### src/rtl/alu16_pkg.sv
package alu16_pkg;

  // Operation classes after decode.
  typedef enum logic [4:0] {
    OP_INC, OP_DEC, OP_NEG, OP_NOT, OP_ADD, OP_SUB, OP_CMP, OP_MUL, OP_IMUL,
    OP_DIV, OP_IDIV, OP_AND, OP_OR, OP_SHL, OP_SAL, OP_SHR, OP_SAR, OP_NONE
  } alu_op_t;

  localparam logic [4:0] REQ_REG_FIRST = 5'd17;
  localparam logic [4:0] REQ_REG_LAST  = 5'd29;
  localparam logic [4:0] REQ_REG_BIAS  = 5'd13;

  localparam logic [15:0] SIGN_MASK16 = 16'h8000;
  localparam logic [15:0] SMAX16      = 16'h7FFF;
  localparam logic [15:0] UMAX16      = 16'hFFFF;

  // Back-end sequencer states.
  typedef enum logic [1:0] {
    BE_IDLE, BE_MUL, BE_DIV, BE_DONE
  } be_state_t;

  // Decoded request carried from front to back.
  typedef struct packed {
    alu_op_t     op;
    logic        regform;
    logic [15:0] src;
    logic [2:0]  dst;
  } dec_req_t;

  typedef struct packed {
    logic [15:0] value;
    logic        cf;
    logic        zf;
    logic        sf;
    logic        of;
    logic        derr;
  } result_t;

endpackage

### src/rtl/alu16_front.sv
module alu16_front import alu16_pkg::*; (
  input  logic       clk,
  input  logic       rst_n,
  input  logic       in_push,
  output logic       in_full,
  input  logic [4:0] in_req_type,
  input  logic [15:0] in_source_operand,
  input  logic [2:0] in_dest_index,
  output logic       q_valid,
  output dec_req_t   q_data,
  input  logic       q_take
);

  // Two-entry queue of decoded requests.
  dec_req_t  slot_r [2];
  logic      rd_ptr_r, rd_ptr_nxt, wr_ptr_r, wr_ptr_nxt;
  logic [1:0] cnt_r, cnt_nxt;
  dec_req_t  dec;
  logic      push_ok, pop_ok;

  // Classify the opcode.
  always_comb begin
    dec.regform = (in_req_type inside {[REQ_REG_FIRST:REQ_REG_LAST]});
    dec.src     = in_source_operand;
    dec.dst     = in_dest_index;
    if (in_req_type > REQ_REG_LAST) begin
      dec.op = OP_NONE;
    end else if (dec.regform) begin
      dec.op = alu_op_t'(in_req_type - REQ_REG_BIAS);
    end else begin
      dec.op = alu_op_t'(in_req_type);
    end
  end

  assign in_full = (cnt_r == 2'd2);
  assign push_ok = in_push && !in_full;
  assign q_valid = (cnt_r != 2'd0);
  assign pop_ok  = q_take && q_valid;
  assign q_data  = slot_r[rd_ptr_r];

  always_comb begin
    rd_ptr_nxt = rd_ptr_r ^ pop_ok;
    wr_ptr_nxt = wr_ptr_r ^ push_ok;
    cnt_nxt    = cnt_r + {1'b0, push_ok} - {1'b0, pop_ok};
  end

  always_ff @(posedge clk) begin
    if (!rst_n) begin
      rd_ptr_r <= 1'b0;
      wr_ptr_r <= 1'b0;
      cnt_r    <= 2'd0;
    end else begin
      rd_ptr_r <= rd_ptr_nxt;
      wr_ptr_r <= wr_ptr_nxt;
      cnt_r    <= cnt_nxt;
    end
  end

  always_ff @(posedge clk) begin
    if (push_ok) begin
      slot_r[wr_ptr_r] <= dec;
    end
  end

endmodule

### src/rtl/alu16_back.sv
module alu16_back import alu16_pkg::*; #(
  parameter int NUM_REGS = 8
) (
  input  logic     clk,
  input  logic     rst_n,
  input  logic     q_valid,
  input  dec_req_t q_data,
  output logic     q_take,
  output logic     res_valid,
  output result_t  res_data,
  input  logic     res_take
);

  localparam int IW = (NUM_REGS > 1) ? $clog2(NUM_REGS) : 1;

  // Reciprocal of the register count, scaled so a 16-bit index divides exactly.
  localparam int IDX_SHIFT = 16 + IW;
  localparam logic [17:0] IDX_RECIP =
    18'(((64'd1 << IDX_SHIFT) + 64'(NUM_REGS) - 64'd1) / 64'(NUM_REGS));

  be_state_t state_r, state_nxt;
  logic [15:0] regs_r [NUM_REGS];
  dec_req_t   cur_r;
  logic [15:0] a_r, b_r;
  logic [31:0] prod_r;
  logic [15:0] quo_r, rem_r, dvs_r;
  logic [4:0]  step_r;
  logic        qneg_r, sneg_r;
  logic        rv_r;
  result_t     out_r;
  logic [IW-1:0] sidx, didx, tgt;
  logic [15:0] rs, rd, bsel;

  // Reduce an index modulo the register count by reciprocal multiplication.
  function automatic logic [IW-1:0] reg_index(logic [15:0] x);
    logic [33:0] prod;
    logic [15:0] quot;
    prod = {18'd0, x} * {16'd0, IDX_RECIP};
    quot = 16'(prod >> IDX_SHIFT);
    return IW'(x - 16'(quot * 16'(NUM_REGS)));
  endfunction

  // Reduce indexes modulo the register count.
  always_comb begin
    sidx = reg_index(q_data.src);
    didx = reg_index({13'd0, q_data.dst});
    rs   = regs_r[sidx];
    rd   = regs_r[didx];
    bsel = q_data.regform ? rs : q_data.src;
  end

  // Next-state logic.
  always_comb begin
    state_nxt = state_r;
    case (state_r)
      BE_IDLE: begin
        if (q_valid && !rv_r) begin
          if (q_data.op == OP_MUL || q_data.op == OP_IMUL) begin
            state_nxt = BE_MUL;
          end else if ((q_data.op == OP_DIV || q_data.op == OP_IDIV) && bsel != 16'd0) begin
            state_nxt = BE_DIV;
          end else begin
            state_nxt = BE_IDLE;
          end
        end
      end
      BE_MUL: state_nxt = BE_DONE;
      BE_DIV: if (step_r == 5'd15) state_nxt = BE_DONE;
      BE_DONE: state_nxt = BE_IDLE;
      default: state_nxt = BE_IDLE;
    endcase
  end

  // Output logic.
  always_comb begin
    q_take = (state_r == BE_IDLE) && q_valid && !rv_r;
  end

  assign res_valid = rv_r;
  assign res_data  = out_r;

  // Result of the operations that need no multiply or divide sequence.
  result_t quick;
  logic    quick_wr;
  logic [IW-1:0] quick_tgt;
  logic [16:0] sum, dif;
  logic [32:0] shl;
  logic [15:0] sarv;
  logic        zs;
  always_comb begin
    quick = '0;
    quick.value = rd;
    quick_wr = 1'b1;
    quick_tgt = didx;
    zs = 1'b0;
    sum = {1'b0, rd} + {1'b0, bsel};
    dif = {1'b0, rd} - {1'b0, bsel};
    shl = {17'd0, rd} << bsel[4:0];
    sarv = 16'($signed(rd) >>> bsel[3:0]);
    case (q_data.op)
      OP_INC, OP_DEC: begin
        quick_tgt = sidx;
        quick.value = (q_data.op == OP_INC) ? rs + 16'd1 : rs - 16'd1;
        zs = 1'b1;
      end
      OP_NEG: begin
        quick_tgt = sidx;
        if (rs == SIGN_MASK16) begin
          quick.value = rs;
          quick.of = 1'b1;
          quick_wr = 1'b0;
        end else begin
          quick.cf = (rs == 16'd0);
          quick.value = 16'd0 - rs;
          zs = 1'b1;
        end
      end
      OP_NOT: begin
        quick_tgt = sidx;
        quick.value = ~rs;
      end
      OP_ADD: begin
        quick.value = sum[15:0];
        quick.cf = sum[16];
        quick.of = (rd[15] == bsel[15]) && (sum[15] != rd[15]);
        zs = 1'b1;
      end
      OP_SUB, OP_CMP: begin
        quick.value = dif[15:0];
        quick.cf = dif[16];
        quick.of = (rd[15] != bsel[15]) && (dif[15] != rd[15]);
        zs = 1'b1;
        quick_wr = (q_data.op == OP_SUB);
      end
      OP_DIV, OP_IDIV: begin
        quick.derr = 1'b1;
        quick_wr = 1'b0;
      end
      OP_AND: begin quick.value = rd & bsel; zs = 1'b1; end
      OP_OR:  begin quick.value = rd | bsel; zs = 1'b1; end
      OP_SHL, OP_SAL: begin
        if (bsel > 16'd16) begin
          quick.value = 16'd0;
        end else begin
          quick.value = shl[15:0];
          quick.cf = shl[16];
        end
        zs = 1'b1;
      end
      OP_SHR: begin
        if (bsel > 16'd16) begin
          quick.value = 16'd0;
        end else if (bsel == 16'd16) begin
          quick.value = 16'd0;
          quick.cf = rd[15];
        end else begin
          quick.value = rd >> bsel[3:0];
          if (bsel != 16'd0) quick.cf = rd[bsel[3:0] - 4'd1];
        end
        zs = 1'b1;
      end
      OP_SAR: begin
        if (bsel >= 16'd16) begin
          quick.value = {16{rd[15]}};
          quick.cf = rd[15];
        end else begin
          quick.value = sarv;
          if (bsel != 16'd0) quick.cf = rd[bsel[3:0] - 4'd1];
        end
        zs = 1'b1;
      end
      default: quick_wr = 1'b0;
    endcase
    quick.zf = zs && (quick.value == 16'd0);
    quick.sf = zs && quick.value[15];
  end

  // Restoring divider step on magnitudes.
  logic [16:0] trial;
  logic [15:0] rem_sh;
  always_comb begin
    rem_sh = {rem_r[14:0], quo_r[15]};
    trial  = {rem_r, quo_r[15]} - {1'b0, dvs_r};
  end

  logic [15:0] qfin, mval;
  logic        mofl;
  always_comb begin
    qfin = qneg_r ? 16'd0 - quo_r : quo_r;
    mofl = (cur_r.op == OP_MUL) ? (prod_r[31:16] != 16'd0)
         : !((prod_r[31:15] == 17'd0) || (prod_r[31:15] == 17'h1FFFF));
    mval = prod_r[15:0];
  end

  always_ff @(posedge clk) begin
    if (!rst_n) begin
      state_r <= BE_IDLE;
      rv_r <= 1'b0;
      for (int i = 0; i < NUM_REGS; i++) regs_r[i] <= 16'd0;
    end else begin
      state_r <= state_nxt;
      if (res_take && rv_r) rv_r <= 1'b0;
      if (q_take && state_nxt == BE_IDLE) begin
        rv_r <= 1'b1;
        if (quick_wr) regs_r[quick_tgt] <= quick.value;
      end
      if (state_r == BE_DONE) begin
        rv_r <= 1'b1;
        if (cur_r.op == OP_MUL || cur_r.op == OP_IMUL) begin
          regs_r[tgt] <= mval;
        end else begin
          regs_r[tgt] <= qfin;
        end
      end
    end
  end

  assign tgt = reg_index({13'd0, cur_r.dst});

  // Result register and datapath registers for the long operations.
  always_ff @(posedge clk) begin
    if (q_take) begin
      cur_r <= q_data;
      a_r <= rd;
      b_r <= bsel;
      out_r <= quick;
      step_r <= 5'd0;
      qneg_r <= (q_data.op == OP_IDIV) && (rd[15] ^ bsel[15]);
      quo_r <= (q_data.op == OP_IDIV && rd[15]) ? 16'd0 - rd : rd;
      dvs_r <= (q_data.op == OP_IDIV && bsel[15]) ? 16'd0 - bsel : bsel;
      rem_r <= 16'd0;
      sneg_r <= (q_data.op == OP_IMUL);
    end
    if (state_r == BE_MUL) begin
      if (sneg_r) prod_r <= 32'($signed(a_r) * $signed(b_r));
      else        prod_r <= 32'(a_r * b_r);
    end
    if (state_r == BE_DIV) begin
      step_r <= step_r + 5'd1;
      if (!trial[16]) begin
        rem_r <= trial[15:0];
        quo_r <= {quo_r[14:0], 1'b1};
      end else begin
        rem_r <= rem_sh;
        quo_r <= {quo_r[14:0], 1'b0};
      end
    end
    if (state_r == BE_DONE) begin
      out_r <= '0;
      if (cur_r.op == OP_MUL || cur_r.op == OP_IMUL) begin
        out_r.value <= mval;
        out_r.cf <= mofl;
        out_r.of <= mofl;
      end else begin
        out_r.value <= qfin;
      end
    end
  end

endmodule

### src/rtl/alu16_with_register_file.sv
// Channel   Ports                                    Handshake
// input     in_req_type, in_source_operand, ...      in_push / in_full
// result    out_result_value, out_*_flag, ...        out_pop / out_empty
//
// On an idle block a simple request passes from the front queue into the
// result register. MUL and IMUL pass through the queue, the multiply
// stage and the write-back. DIV and IDIV with a nonzero divisor run the 16
// steps of the one-bit-per-cycle divider before the write-back.
// Reset clears the registers, the front queue and the result valid bit.
// A result waiting to be popped stalls the execute unit; the front queue
// keeps accepting until its two entries are full.
module alu16_with_register_file import alu16_pkg::*; #(
  parameter int NUM_REGS = 8
) (
  input  logic        clk,
  input  logic        rst_n,
  input  logic        in_push,
  output logic        in_full,
  input  logic [4:0]  in_req_type,
  input  logic [15:0] in_source_operand,
  input  logic [2:0]  in_dest_index,
  output logic        out_empty,
  input  logic        out_pop,
  output logic [15:0] out_result_value,
  output logic        out_carry_flag,
  output logic        out_zero_flag,
  output logic        out_sign_flag,
  output logic        out_overflow_flag,
  output logic        out_divide_error
);

  logic     q_valid, q_take, res_valid;
  dec_req_t q_data;
  result_t  res_data;

  alu16_front u_front (
    .clk, .rst_n, .in_push, .in_full, .in_req_type, .in_source_operand,
    .in_dest_index, .q_valid, .q_data, .q_take
  );

  alu16_back #(.NUM_REGS(NUM_REGS)) u_back (
    .clk, .rst_n, .q_valid, .q_data, .q_take, .res_valid, .res_data,
    .res_take(out_pop)
  );

  assign out_empty         = !res_valid;
  assign out_result_value  = res_data.value;
  assign out_carry_flag    = res_data.cf;
  assign out_zero_flag     = res_data.zf;
  assign out_sign_flag     = res_data.sf;
  assign out_overflow_flag = res_data.of;
  assign out_divide_error  = res_data.derr;

endmodule

### config.mk
export PLATFORM = sky130hd
export DESIGN_NAME = alu16_with_register_file
export DESIGN_NICKNAME = d
export VERILOG_FILES = /design/src/rtl/alu16_pkg.sv /design/src/rtl/alu16_front.sv /design/src/rtl/alu16_back.sv /design/src/rtl/alu16_with_register_file.sv
export SDC_FILE = /design/constraint.sdc
export NUM_CORES = 2
export LEC_CHECK = 0
export BUFFER_PORTS_ARGS = -buffer_cell sky130_fd_sc_hd__buf_2
export CAP_MARGIN = 15
export CORE_MARGIN = 1
export CORE_UTILIZATION = 30
export DETAILED_ROUTE_END_ITERATION = 16
export GPL_ROUTABILITY_DRIVEN = 0
export PLACE_DENSITY = 0.5
export REMOVE_ABC_BUFFERS = 1
export SYNTH_ARGS = -nofsm -noshare
export SYNTH_HDL_FRONTEND = slang
export SYNTH_HIERARCHICAL = 1
export SYNTH_SLANG_ARGS = --single-unit
### constraint.sdc
create_clock -name clk -period 9.17 [get_ports clk]
set_clock_uncertainty 0.2 [all_clocks]
set_input_delay 1.834 -clock clk [delete_from_list [all_inputs] [get_ports clk]]
set_output_delay 1.834 -clock clk [all_outputs]
set_load 0.005 [all_outputs]
* Yosys cells after proc, flatten, opt, wreduce, memory -nomap -nowiden
Memory sizes are Yosys's and may differ from the RTL's. A register that Yosys moved wholly into a read port is not among the register bits. Index checks and enable logic that the tools add are counted.
Storage, ports and cells: memory bits (writable) 178, memories 2, bits in registers 155, word-level logic and storage cells 203, input bits 28
Operators by class: add/subtract/negate cells 15, shift operators 3, bitwise gates (word level) 7, mux-type cells 72, reductions and logical operators 44, equality and inequality tests 30, $lt $le $gt $ge 6, multiply operators 2
Memory list:
- u_back.regs_r | words 8, bits a word 16, rd ports 2, clocked after memory_dff 0, wr ports 8, line alu16_back.sv:22 | logic [15:0] regs_r [NUM_REGS];
- u_front.slot_r | words 2, bits a word 25, rd ports 1, clocked after memory_dff 1, wr ports 1, line alu16_front.sv:15 | dec_req_t slot_r [2];
Operators with widths (number):
- 2-to-1 mux 16 bit | 17
- one-hot mux 16 bit (10 select lines) | 1
- multiplier 16 x 16 -> 32 bit | 2
- subtractor 1 x 16 -> 16 bit, first input constant | 4
- == test 5 x 4 -> 1 bit, second input constant | 10
- 2-to-1 mux 21 bit | 2
- 2-to-1 mux 17 bit | 2
- zero test 16 bit | 2
- 2-to-1 mux 1 bit | 32
- 2-to-1 mux 32 bit | 1
- nonzero test 16 bit | 2
- OR reduction 16 bit | 2
- == test 5 x 3 -> 1 bit, second input constant | 5
- 2-to-1 mux 5 bit | 4
- adder 16 x 16 -> 17 bit | 1
- == test 17 bit, second input constant | 1
- zero test 17 bit | 1
- left shift 16 x 5 -> 17 bit | 1
- subtractor 16 x 16 -> 17 bit | 1
- subtractor 17 x 16 -> 17 bit | 1
- adder 16 x 1 -> 16 bit, second input constant | 1
- AND 16 bit | 1
- == test 16 bit, second input constant | 1
- == test 16 x 5 -> 1 bit, second input constant | 1
- other kinds (44) | 83

* Longest topological paths before layout
An unclocked memory read counts as a cell.
depth after elaboration 17, mapped depth 29, gate-level depth less buffers 27

* Hierarchy
The synthesis kept the hierarchy.
Modules (own cells, without submodules):
- alu16_back | times used 1, area an instance 34884.7 um2, cells an instance 3700
- alu16_front | times used 1, area an instance 2218.4 um2, cells an instance 127
- alu16_with_register_file | times used 1, area an instance 3.8 um2, cells an instance 1

* Worst setup path before layout
OpenSTA, ideal clock, no wires.
path type register to register, start register u_back.b_r[2], end register u_back.prod_r[31] (data pin), period minus slack after synthesis 6885 ps, slack 2285 ps, arrival time 6421 ps, cell stages (with the launch flop) 23, cells stage by stage edfxtp_1 > clkbuf_1 > and2_1 > fa_1 > fa_1 > fa_1 > fa_1 > fa_1 > inv_1 > fa_1 > inv_1 > ha_1 > clkbuf_1 > a21o_1 > a21o_1 > a21o_1 > a21o_1 > a221o_1 > a21o_1 > a21oi_1 > nand2b_1 > a211o_1 > a31oi_1
Between the ends: cells in the longest elaborated chain, start to end 2, elaborated cells between the ends (all ways) 3, those cells by class mul (2); mux (1)
RTL lines:
- start: declaration | line alu16_back.sv:24 | logic [15:0] a_r, b_r;
- start signal: assignment | line alu16_back.sv:225 | b_r <= bsel;
- multiplier 16 x 16 -> 32 bit (on tied branches) | line alu16_back.sv:236, alu16_back.sv:235
- 2-to-1 mux 32 bit (*) | line alu16_back.sv:235 | if (sneg_r) prod_r <= 32'($signed(a_r) * $signed(b_r));
- end signal: assignment | line alu16_back.sv:235
- end signal: assignment | line alu16_back.sv:236 | else prod_r <= 32'(a_r * b_r);
- end: declaration | line alu16_back.sv:25 | logic [31:0] prod_r;
Mark *: on every way between the ends. The rest lies on a longest branch, timed or not. A chain may end at the register's enable or synchronous reset.

* Worst setup path in the final report
start register u_back.b_r[1], end register u_back.prod_r[30] (data pin)
Same word-level chain as after synthesis.

==> results.sh <==
export IMPL_outcome="finished, final reports clean"
export IMPL_initial_core_util=0.3037
export IMPL_start_kind="register"
export IMPL_vias=28670
export IMPL_grt_antenna_before_repair=5
export IMPL_cts_num_sinks=333
export IMPL_timing_critical_path_arrival_ns=7.68
export IMPL_netlist_top_cells_area="edfxtp_1 (26%), fa_1 (20%), ha_1 (8.3%)"
export IMPL_crit_required_ns=9.29
export IMPL_core_area_sq_um=122200
export IMPL_chipHeight_microns=353.7
export IMPL_post_synth_top_area_cell="edfxtp_1"
export IMPL_detail_route_wl_per_cell_microns=22.69
export IMPL_critical_path_endpoint_type="register"
export IMPL_regToRegSetupSlack_ns=1.61
export IMPL_grt_pass1_wl_microns=187400
export IMPL_yosysTopAreaCellShare=0.2606
export IMPL_design_die_area_sq_um=125100
export IMPL_cts_made_buffers=39
export IMPL_clock_tree_from_tritoncts="built"
export IMPL_antenna_left=0
export IMPL_timing_final_setup_violations=0
export IMPL_drtPass1Iterations=6
export IMPL_worst_slew_pin_slew_ns=1.156
export IMPL_period_share=0.8247
export IMPL_critical_path_max_fanout=16
export IMPL_clk_latency_ns=0.59
export IMPL_postCtsSetupRepairBufs=0
export IMPL_rsz0062_at_grt="false"
export IMPL_io_buffer_count=50
export IMPL_final_net_count=4456
export IMPL_final_common_cell="inv_1"
export IMPL_dieWidth_microns=353.7
export IMPL_synth_edf_count=322
export IMPL_layout_drive_gt1_share=0.08904
export IMPL_maxCapViolCount=0
export IMPL_first_global_vias=28730
export IMPL_fraction_of_the_yosys_area_taken_by_sequential_cells=0.2665
export IMPL_cts_resized=0
export IMPL_dp_final_hpwl_microns=96210
export IMPL_grt_use_total=0.1974
export IMPL_yosys_most_used_dff="edfxtp_1"
export IMPL_drc=0
export IMPL_synth_yosys_warnings=6
export IMPL_pin_count_of_the_biggest_net_entering_global_routing=58
export IMPL_root_buffer="clkbuf_16"
export IMPL_finalCriticalPeriod_ns=7.562
export IMPL_report_final_slew_viol_count=0
export IMPL_synthDistinctLibCells=110
export IMPL_viasPerCell=5.241
export IMPL_most_common_layout_cells="inv_1 (554), fa_1 (370), nand2_1 (350)"
export IMPL_cts_clk_slew_worst_paths_ns=0.06
export IMPL_grt_overflow_total=0
export IMPL_post_synth_inst_count=3828
export IMPL_cts_hold_buffers_added=0
export IMPL_first_iter_violations=2579
export IMPL_post_route_insts_no_fill=5469
export IMPL_hp_class="register to register"
export IMPL_slew_headroom=0.2076
export IMPL_async_reset_ff_frac=0
export IMPL_worst_setup_path_type="register to register"
export IMPL_timing_final_hold_violations=0
export IMPL_timing_setup_tns_ns=0
export IMPL_fmax_mhz=132.2
export IMPL_top_level_ports=51
export IMPL_htree_num_levels=2
export IMPL_place_detailed_instances=5395
export IMPL_postSynthRegisterBits=333
export IMPL_area_growth_syn_to_layout_pct=9.013
export IMPL_synth_avg_cell_area_sq_um=9.694
export IMPL_synth_area_sq_um=37110
export IMPL_cts_root_to_sink_buffers=3
export IMPL_placementRows=128
export IMPL_postRouteWirelength_microns=124100
## path summary, 6_finish.rpt
check                                  start  cells past startpoint                         endpoint
max reg2reg          u_back/b_r[1]$_DFFE_PP_                     25      u_back/prod_r[30]$_DFFE_PP_
min reg2reg  u_back/res_data[0]$_SDFFE_PP0P_                      2  u_back/res_data[0]$_SDFFE_PP0P_
max                  u_back/b_r[1]$_DFFE_PP_                     25      u_back/prod_r[30]$_DFFE_PP_
min          u_back/res_data[0]$_SDFFE_PP0P_                      2  u_back/res_data[0]$_SDFFE_PP0P_
## state kept, by name (all words and copies together), names as in the netlist, named ones only
register	flops
u_back/quo_r	16
u_back/regs_r	128
u_back/dvs_r	15
u_back/state_r	2
u_back/cur_r	8
u_front/wr_ptr_r	1
u_back/qneg_r	1
u_back/a_r	16
u_front/slot_r	50
u_back/res_data	21
u_front/rd_ptr_r	1
u_back/prod_r	32
u_front/cnt_r	2
u_back/rem_r	16
u_back/step_r	5
u_back/b_r	16
u_back/res_valid	1
u_back/sneg_r	1
## cell usage after synthesis, drive strengths merged (14+ instances only)
library cell	number
a211oi	15
a21o	40
a21oi	138
a22o	16
a22oi	14
a31oi	27
and2	147
and3	16
buf	59
clkbuf	116
edfxtp	322
fa	370
ha	247
inv	562
mux2	71
mux2i	138
mux4	18
nand2	353
nand2b	23
nand3	39
nor2	320
nor2b	52
nor3	37
nor4	17
o211ai	15
o21ai	148
o21bai	14
o221ai	16
o22ai	68
o31ai	20
or2	22
xnor2	109
xor2	49
## metrics by stage
step	hold slack, ns	setup WS, ns	utilization	cell area, sq um
3_5_place_dp	0.2848	1.575	0.3200	39100
4_1_cts	0.2990	1.525	0.3310	40440
6_report	0.2912	1.608	0.3310	40450
2_1_floorplan	0.2745	1.952	-	36280
3_3_place_gp	0.2917	1.567	0.3200	39100
5_1_grt	0.3478	1.215	0.3310	40440
## per-layer routing
| layer | vias to the layer above | routed length [microns] | track usage |
|---|---|---|---|
| li1 | 12940 | - | - |
| met1 | 14360 | 55890 | 0.2807 |
| met2 | 1101 | 54620 | 0.3021 |
| met3 | 264 | 7728 | 0.02464 |
| met4 | 2 | 5822 | 0.08139 |
| met5 | - | 13 | 0 |
## final cells by class
cell class	count	area (sq um)
antenna	3	7.507
clock buffer	45	1028
clock inverter	26	317.8
fill	12630	81750
inverter	565	2131
multi-input combinational	2755	24280
sequential	333	9889
tap	1625	2033
timing repair buffer	117	765.7
## kinds of logic after synthesis
family	after synthesis	share of synthesized area
buffers and inverters	740	0.07964
muxes	227	0.07179
xor gates and xnor gates	158	0.03729
AOI/OAI and AO/OA	672	0.1234
DFF	333	0.2665
and+or+nand+nor	1081	0.1385
adders and majority gates	617	0.2829
## worst max-delay path, cell delays in order (launching register included)
cell      delay [ns]
edfxtp_1        0.68
nand2_1         0.25
inv_1           0.11
fa_1            0.74
inv_1           0.15
fa_1            0.55
inv_1           0.05
fa_1            0.48
fa_1            0.51
fa_1            0.49
inv_1           0.05
fa_1            0.47
inv_1           0.04
ha_1            0.32
a21o_1          0.20
a21o_1          0.17
a21o_1          0.17
a21o_1          0.17
a21oi_1         0.17
o21ai_0         0.15
and3_1          0.20
a221o_1         0.34
o41ai_1         0.36
xnor2_1         0.12
nand2_1         0.07
o21ai_0         0.08
Power is not shown: default switching activity piles up to over one toggle a cycle in this logic, so the estimate is an artifact.
